<file path="config.mk">
export PLATFORM = sky130hd
export DESIGN_NAME = point_figure_column_tracker_unit
export DESIGN_NICKNAME = d
export VERILOG_FILES = /design/src/sv/pfct_pkg.sv /design/src/sv/point_figure_column_tracker_unit.sv
export SDC_FILE = /design/constraint.sdc
export NUM_CORES = 2
export LEC_CHECK = 0
export ABC_AREA = 1
export BUFFER_PORTS_ARGS = -buffer_cell sky130_fd_sc_hd__buf_2
export CORE_MARGIN = 3
export CORE_UTILIZATION = 50
export DETAILED_ROUTE_END_ITERATION = 7
export PLACE_DENSITY = 0.72
export SLEW_MARGIN = 20
export SYNTH_ARGS = -nofsm -noshare
export SYNTH_HDL_FRONTEND = slang
export SYNTH_SLANG_ARGS = --single-unit
</file>
<file path="constraint.sdc">
create_clock -name clk -period 10.1 [get_ports clk]
set_input_delay 2.02 -clock clk [delete_from_list [all_inputs] [get_ports clk]]
set_output_delay 2.02 -clock clk [all_outputs]
set_load 0.02 [all_outputs]
</file>
<file path="src/sv/pfct_pkg.sv">
`default_nettype none

package pfct_pkg;

  // price and bound widths
  localparam int PRICE_W = 31;
  localparam int BOUND_W = PRICE_W + 1;
  localparam int REV_W   = 7;
  localparam int SPAN_W  = PRICE_W + REV_W;
  localparam int CMP_W   = SPAN_W + 2;
  localparam int CNT_W   = $clog2(PRICE_W);

  // stream payload widths, padded to whole bytes
  localparam int IN_TDATA_W  = ((2 * PRICE_W + 7) / 8) * 8;
  localparam int OUT_TDATA_W = ((2 * BOUND_W + 7) / 8) * 8;
  localparam int OUT_TUSER_W = 1;

  // configuration register indexes
  localparam int CFG_IDX_W = 1;
  localparam logic [CFG_IDX_W-1:0] REG_BOX_SIZE = 1'd0;
  localparam logic [CFG_IDX_W-1:0] REG_REVERSAL = 1'd1;

  localparam logic [REV_W-1:0] REV_RESET = 7'd3;

  // series phase codes
  localparam logic [1:0] PH_NONE  = 2'd0;
  localparam logic [1:0] PH_FIRST = 2'd1;
  localparam logic [1:0] PH_RUN   = 2'd2;

endpackage

`default_nettype wire

</file>
<file path="src/sv/point_figure_column_tracker_unit.sv">
// Flow: a bar is accepted, then the shared radix-2 remainder unit divides the high and
// then the low by the box size, then the bounds are extended and checked for a reversal.
// A new bar is taken only when the unit is back in idle with the last one. A first bar
// that ends its series is dropped at acceptance, with no division. An emit waits while
// the last beat is still waiting in the output register.
// Reset: rst_n is synchronous, active low; it clears the series state, the sequencer
// and the output valid flag, and sets box_size to 1 and reversal_boxes to 3.
`default_nettype none

module point_figure_column_tracker_unit
  import pfct_pkg::*;
(
  input  wire logic                   clk,
  input  wire logic                   rst_n,

  input  wire logic                   in_tvalid,
  output logic                        in_tready,
  input  wire logic [IN_TDATA_W-1:0]  in_tdata,    // bar_high, bar_low
  input  wire logic                   in_tlast,    // series_end

  output logic                        out_tvalid,
  input  wire logic                   out_tready,
  output logic [OUT_TDATA_W-1:0]      out_tdata,   // column_top, column_bottom
  output logic [OUT_TUSER_W-1:0]      out_tuser,   // column_rising
  output logic                        out_tlast,   // run_last

  input  wire logic                   cfg_we,
  input  wire logic [CFG_IDX_W-1:0]   cfg_index,
  input  wire logic [PRICE_W-1:0]     cfg_wdata
);

  localparam logic [2:0] S_IDLE     = 3'd0;
  localparam logic [2:0] S_DIVH     = 3'd1;
  localparam logic [2:0] S_DIVL     = 3'd2;
  localparam logic [2:0] S_EXT      = 3'd3;
  localparam logic [2:0] S_CHECK    = 3'd4;
  localparam logic [2:0] S_EMIT_REV = 3'd5;
  localparam logic [2:0] S_EMIT_END = 3'd6;

  logic [2:0]         state_r;
  logic [1:0]         phase_r;
  logic [PRICE_W-1:0] first_high_r;
  logic               rising_r;
  logic [BOUND_W-1:0] top_r;
  logic [BOUND_W-1:0] bottom_r;

  logic [PRICE_W-1:0] box_r;
  logic [REV_W-1:0]   rev_r;

  logic [PRICE_W-1:0] hi_r;
  logic [PRICE_W-1:0] lo_r;
  logic               end_r;
  logic [PRICE_W-1:0] b_r;
  logic [SPAN_W-1:0]  span_r;

  logic [PRICE_W-1:0] div_sh_r;
  logic [PRICE_W-1:0] rem_r;
  logic [CNT_W-1:0]   cnt_r;
  logic [PRICE_W-1:0] rh_r;
  logic [PRICE_W-1:0] rl_r;

  logic               out_tvalid_r;
  logic               out_rising_r;
  logic [BOUND_W-1:0] out_top_r;
  logic [BOUND_W-1:0] out_bottom_r;
  logic               out_last_r;

  logic [PRICE_W-1:0] in_hi;
  logic [PRICE_W-1:0] in_lo;
  logic [PRICE_W-1:0] b_eff;
  logic               in_acc;
  logic [BOUND_W-1:0] trial;
  logic               trial_ge;
  logic [PRICE_W-1:0] rem_nxt;
  logic [BOUND_W-1:0] qtop_hi;
  logic [BOUND_W-1:0] qbot_lo;
  logic               rise_eff;
  logic               x_hit;
  logic               o_hit;
  logic               slot_free;
  logic               out_load;

  assign in_hi  = in_tdata[PRICE_W-1:0];
  assign in_lo  = in_tdata[2*PRICE_W-1:PRICE_W];
  assign b_eff  = (box_r == '0) ? PRICE_W'(1) : box_r;
  assign in_tready = (state_r == S_IDLE);
  assign in_acc = in_tvalid && in_tready;

  // one restoring step of the remainder unit: bring in the next dividend bit
  assign trial    = {rem_r, div_sh_r[PRICE_W-1]};
  assign trial_ge = (trial >= {1'b0, b_r});
  assign rem_nxt  = trial_ge ? PRICE_W'(trial - {1'b0, b_r}) : trial[PRICE_W-1:0];

  // requantized bounds from the remainders
  assign qtop_hi = BOUND_W'(hi_r) - BOUND_W'(rh_r) + BOUND_W'(b_r);
  assign qbot_lo = BOUND_W'(lo_r - rl_r);

  assign rise_eff = (phase_r == PH_FIRST) ? (hi_r > first_high_r) : rising_r;

  // reversal tests, wide enough that nothing wraps
  assign x_hit = (CMP_W'(lo_r) + CMP_W'(span_r)) < CMP_W'(top_r);
  assign o_hit = CMP_W'(hi_r) > (CMP_W'(bottom_r) + CMP_W'(span_r));

  assign slot_free = !out_tvalid_r || out_tready;
  assign out_load  = (state_r == S_EMIT_REV || state_r == S_EMIT_END) && slot_free;

  always_ff @(posedge clk) begin
    if (!rst_n) begin
      box_r <= PRICE_W'(1);
      rev_r <= REV_RESET;
    end else if (cfg_we) begin
      unique case (cfg_index)
        REG_BOX_SIZE: box_r <= cfg_wdata;
        REG_REVERSAL: rev_r <= cfg_wdata[REV_W-1:0];
        default: ;
      endcase
    end
  end

  always_ff @(posedge clk) begin
    if (!rst_n) begin
      state_r      <= S_IDLE;
      phase_r      <= PH_NONE;
      first_high_r <= '0;
      rising_r     <= 1'b0;
      top_r        <= '0;
      bottom_r     <= '0;
      out_tvalid_r <= 1'b0;
    end else begin
      if (out_load) begin
        out_tvalid_r <= 1'b1;
      end else if (out_tready) begin
        out_tvalid_r <= 1'b0;
      end
      unique case (state_r)
        S_IDLE: begin
          if (in_acc) begin
            hi_r     <= in_hi;
            lo_r     <= in_lo;
            end_r    <= in_tlast;
            b_r      <= b_eff;
            span_r   <= {{REV_W{1'b0}}, b_eff} * {{PRICE_W{1'b0}}, rev_r};
            div_sh_r <= in_hi;
            rem_r    <= '0;
            cnt_r    <= CNT_W'(PRICE_W - 1);
            // a lone bar that ends its series leaves nothing behind
            if (phase_r == PH_NONE && in_tlast) begin
              state_r <= S_IDLE;
            end else begin
              state_r <= S_DIVH;
            end
          end
        end
        S_DIVH: begin
          rem_r    <= rem_nxt;
          div_sh_r <= div_sh_r << 1;
          cnt_r    <= cnt_r - CNT_W'(1);
          if (cnt_r == '0) begin
            rh_r     <= rem_nxt;
            div_sh_r <= lo_r;
            rem_r    <= '0;
            cnt_r    <= CNT_W'(PRICE_W - 1);
            state_r  <= S_DIVL;
          end
        end
        S_DIVL: begin
          rem_r    <= rem_nxt;
          div_sh_r <= div_sh_r << 1;
          cnt_r    <= cnt_r - CNT_W'(1);
          if (cnt_r == '0) begin
            rl_r    <= rem_nxt;
            state_r <= S_EXT;
          end
        end
        S_EXT: begin
          if (phase_r == PH_NONE) begin
            first_high_r <= hi_r;
            top_r        <= qtop_hi;
            bottom_r     <= qbot_lo;
            phase_r      <= PH_FIRST;
            state_r      <= S_IDLE;
          end else begin
            rising_r <= rise_eff;
            phase_r  <= PH_RUN;
            if (rise_eff && (BOUND_W'(hi_r) > top_r)) begin
              top_r <= qtop_hi;
            end
            if (!rise_eff && (BOUND_W'(lo_r) < bottom_r)) begin
              bottom_r <= qbot_lo;
            end
            state_r <= S_CHECK;
          end
        end
        S_CHECK: begin
          if (rising_r ? x_hit : o_hit) begin
            state_r <= S_EMIT_REV;
          end else if (end_r) begin
            state_r <= S_EMIT_END;
          end else begin
            state_r <= S_IDLE;
          end
        end
        S_EMIT_REV: begin
          if (slot_free) begin
            out_rising_r <= rising_r;
            out_top_r    <= top_r;
            out_bottom_r <= bottom_r;
            out_last_r   <= !end_r;
            if (rising_r) begin
              top_r    <= top_r - BOUND_W'(b_r);
              bottom_r <= qbot_lo;
              rising_r <= 1'b0;
            end else begin
              bottom_r <= bottom_r + BOUND_W'(b_r);
              top_r    <= qtop_hi;
              rising_r <= 1'b1;
            end
            state_r <= end_r ? S_EMIT_END : S_IDLE;
          end
        end
        S_EMIT_END: begin
          if (slot_free) begin
            out_rising_r <= rising_r;
            out_top_r    <= top_r;
            out_bottom_r <= bottom_r;
            out_last_r   <= 1'b1;
            phase_r      <= PH_NONE;
            first_high_r <= '0;
            rising_r     <= 1'b0;
            top_r        <= '0;
            bottom_r     <= '0;
            state_r      <= S_IDLE;
          end
        end
        default: state_r <= S_IDLE;
      endcase
    end
  end

  assign out_tvalid = out_tvalid_r;
  assign out_tdata  = OUT_TDATA_W'({out_bottom_r, out_top_r});
  assign out_tuser  = OUT_TUSER_W'(out_rising_r);
  assign out_tlast  = out_last_r;

  // partial remainder stays below the divisor throughout a division
  a_rem_below_box: assert property (@(posedge clk) disable iff (!rst_n)
    (state_r == S_DIVH || state_r == S_DIVL) |-> (rem_r < b_r))
    else $error("remainder not below box size");

  // a reversal beat that is not last is always followed by the closing beat
  a_rev_then_end: assert property (@(posedge clk) disable iff (!rst_n)
    (out_tvalid_r && !out_last_r) |-> (state_r == S_EMIT_END))
    else $error("non-last beat without pending closing column");

  // a new beat only comes out of an emit state
  a_load_from_emit: assert property (@(posedge clk) disable iff (!rst_n)
    $rose(out_tvalid_r) |-> ($past(state_r) == S_EMIT_REV || $past(state_r) == S_EMIT_END))
    else $error("output beat raised outside emit");

  // reversal flips the column direction
  a_rev_flips: assert property (@(posedge clk) disable iff (!rst_n)
    (state_r == S_EMIT_REV && slot_free) |=> (rising_r != $past(rising_r)))
    else $error("reversal did not flip direction");

  // input is only taken with the remainder unit at rest
  a_no_accept_busy: assert property (@(posedge clk) disable iff (!rst_n)
    (state_r == S_DIVH || state_r == S_DIVL) |=> $stable(hi_r) && $stable(b_r))
    else $error("bar registers changed during division");

endmodule

`default_nettype wire
</file>
==> summary.txt <==
Detailed routing
  – Routed len/inst: 21.9 um
  – DRT Pass-1 Iters: 6
  – Final ANT Viol Nets: 0
  – Wirelength, routed: 146 mm
  – DRT iter0 DRCs: 3720
  – Via density: 5.70
  – Via Count: 38000
  – DR DRC count: 0

Timing
  – Endpoints failing setup: 0
  – Relative slew margins: 0.311
  – Final period util: 0.601
  – Setup WS post-layout: 4030 ps
  – RSZ-0062 raised after global routing: no
  – Fin. Hold Viols: 0
  – Slew Limit Fails: 0
  – Max Clock Freq: 0.165 GHz
  – Post-Route Skew: 23.7 ps
  – Fin Setup TNS: 0 ps
  – Min Hold Slack: 462 ps
  – Worst Max-Slew Pin Slew: 1030 ps
  – Final min period: 6070 ps

Synth
  – YS warnings: 0
  – Mapped Area: 41700 sq um
  – Share of the synthesized area in the top cell type: 0.236
  – Post-synth ARST share: 0
  – Seq cells post-synth: 467
  – Count of cell types in the netlist: 65
  – Sequential share of the synthesized area: 0.303
  – Cells after Synth: 5430
  – Syn_area_per_cell: 7.67 sq um
  – Most used DFF post-synth: edfxtp_1
  – Post-synth EDFFs: 327
  – Syn nets: 6143
  – Synth area leaders: edfxtp_1 (24%), ha_1 (13%), nand2_1 (11%)
  – Leading area contributor after synthesis: edfxtp_1

Placed design
  – PortBufs: 167
  – HPWL after detailed placement: 118 mm
  – Gp weighted congestion: 1.02
  – Pre-CTS WS: 4200 ps

Floorplan
  – DIE AREA: 86800 sq um
  – Die height: 295 um
  – Top-Level Pins: 170
  – Row count: 105
  – Core area: 82400 sq um
  – Die span in x: 295 um
  – Starting density of the core: 0.506

Finish
  – Most frequent cells in the layout: nand2_1 (1198), inv_1 (900), a21oi_1 (487)
  – Fill cells: 7712
  – Share of cells above drive strength 1: 0.0748
  – Core Util, Final: 0.551
  – Area growth syn-to-layout: 8.96%
  – Nets: 6255
  – Most common cell after layout, fill and taps aside: nand2_1

Power and ir drop
  – Leakage power total: 22.2 nW
  – VDD IR-drop max: 0.148 mV
  – Pwr Density: 168 nW/um^2
  – Final Power: 0.00764 W

GRT
  – First-pass GRT wire length: 216 mm
  – Overflow after GRT: 0
  – Met2 Use GR: 0.530
  – M3 GR Usage: 0.0491
  – Overall Global Routing Usage: 0.333
  – Vias in the first global route: 36100
  – GRT busiest layer: met2
  – Largest net degree at the start of global routing: 92
  – Met1 GRT Util: 0.436
  – Initial antenna violation count: 1

Run
  – Max Cap Violations: 0

Clocking
  – Setup bufs post-CTS: 0
  – CTS Buffer Depth: 3
  – Cts repair resizes: 0
  – CTS Buf Count: 54
  – Htree depth: 2
  – Clock latency on the worst-skew pair: 650 ps
  – Clock sink count: 467
  – Post-cts hold buffer count: 0
  – CTS tree: built
  – Clock root cell: clkbuf_16
  – Clk pin slew, worst setup/hold paths: 60 ps

Worst setup path
  – CP startpoint: box_r[19]$_SDFFE_PN0P_
  – Worst R2R Setup Slack: 4030 ps
  – Worst reg2reg startpoint: box_r[19]$_SDFFE_PN0P_
  – Crit Path Category: register to register
  – CP endpoint kind: register
  – R2R cell count: 22
  – CP Launch Type: register
  – Critical Path Fanout Max: 10
  – Critical Path Most Common Cell: fa_1
  – Crit-path max cell delay: 730 ps
  – Worst path required time: 10480 ps
  – CP arrival: 6440 ps
  – Cell breakdown of the critical path: nor4_1, nand4_1, nor2_1, nor2_1, inv_1, nand2_1, fa_1, fa_1, inv_1, fa_1, fa_1, ha_1, a21oi_1, o21ai_1, a21oi_1, o21ai_0, nand2_1, o211ai_1, a21o_1, nand3_1, nand2_1, xor2_1
  – Crit path max-delay cell type: dfxtp_1

Hold path
  – Worst Hold Launch: first_high_r[14]$_SDFFE_PN0P_
  – Hold Path Class: register to register
  – Cells on Worst Hold Path: 2

Status
  – Status: complete, no violations
[sequential cells by signal, indices dropped and copies added, names as in the netlist, 32 cells and up]
| name | cells |
|---|---|
| out_top_r | 32 |
| out_bottom_r | 32 |
| top_r | 32 |
| span_r | 38 |
| bottom_r | 32 |
[cells in the mapped netlist, types with 5 or more instances]
| library cell | number |
|---|---|
| nand2_1 | 1198 |
| inv_1 | 902 |
| a21oi_1 | 487 |
| nor2_1 | 445 |
| ha_1 | 430 |
| edfxtp_1 | 327 |
| o21ai_0 | 267 |
| nand3_1 | 223 |
| fa_1 | 181 |
| dfxtp_1 | 140 |
| clkbuf_1 | 123 |
| xor2_1 | 94 |
| xnor2_1 | 74 |
| nor3_1 | 53 |
| o21ai_1 | 52 |
| nand4_1 | 50 |
| a31oi_1 | 35 |
| o21bai_1 | 33 |
| a21o_1 | 26 |
| nor4_1 | 25 |
| and2_1 | 22 |
| o21ai_2 | 20 |
| or2_2 | 19 |
| o22ai_1 | 17 |
| buf_2 | 15 |
| o211ai_1 | 15 |
| o21a_1 | 15 |
| inv_2 | 13 |
| a21oi_2 | 11 |
| nand2_2 | 11 |
| a211oi_1 | 10 |
| a21boi_0 | 9 |
| nor2_2 | 8 |
| o221ai_1 | 7 |
| buf_4 | 6 |
| buf_6 | 6 |
| and3_1 | 5 |
| nand3_2 | 5 |
[layout make-up]
class,count,area (sq um),area share
Timing Repair Buffer,206,1130,0.0249
Inverter,919,3460,0.0761
Clock buffer,66,1450,0.0320
Multi-Input combinational cell,3894,25000,0.550
Antenna cell,2,5.00,0.000110
Clock inverter,36,425,0.00937
Tap cell,1070,1340,0.0295
Sequential cell,467,12600,0.278
[through the flow]
stage	cell area (sq um)	instances
final	45400	6660
after global routing	45400	6658
after CTS	45400	6658
after detailed placement	43500	6556
after global placement	43500	6556
after floorplan	41700	5430
[layer usage]
metal	vias to the layer above	wire length, um
li1	18000	-
met1	17800	59200
met2	1749	64200
met3	367	12800
met4	2	9650
met5	-	15
[kinds of logic after synthesis]
family                   after synthesis  share of synthesized area
AO/OA/AOI/OAI                       1029                      0.138
XOR/XNOR                             168                     0.0353
adder cells (fa/ha/maj)              611                      0.216
buffers and inverters               1069                     0.0986
flip-flops                           467                      0.303
AND/OR/NAND/NOR                     2086                      0.209
[power by group]
part | leakage [nW] | switching (W) | total (W) | internal [W]
registers | 4.20 | 0.000236 | 0.00257 | 0.00233
logic | 17.1 | 0.00198 | 0.00296 | 0.000980
clock network | 0.901 | 0.000909 | 0.00211 | 0.00120
total | 22.2 | 0.00313 | 0.00764 | 0.00451
[worst paths after layout]
path,to
min reg2reg,first_high_r[14]$_SDFFE_PN0P_
max,span_r[33]$_DFFE_PP_
min,first_high_r[14]$_SDFFE_PN0P_
max reg2reg,span_r[33]$_DFFE_PP_
[critical path, delay by kind of cell (launching register included)]
family	cells	cell delay, ps
AND/OR/NAND/NOR	8	1200
AO/OA/AOI/OAI	6	1380
buffers and inverters	2	190
flip-flops	1	730
adder cells (fa/ha/maj)	5	2190
XOR/XNOR	1	130
(Power assumes the default switching activity.)
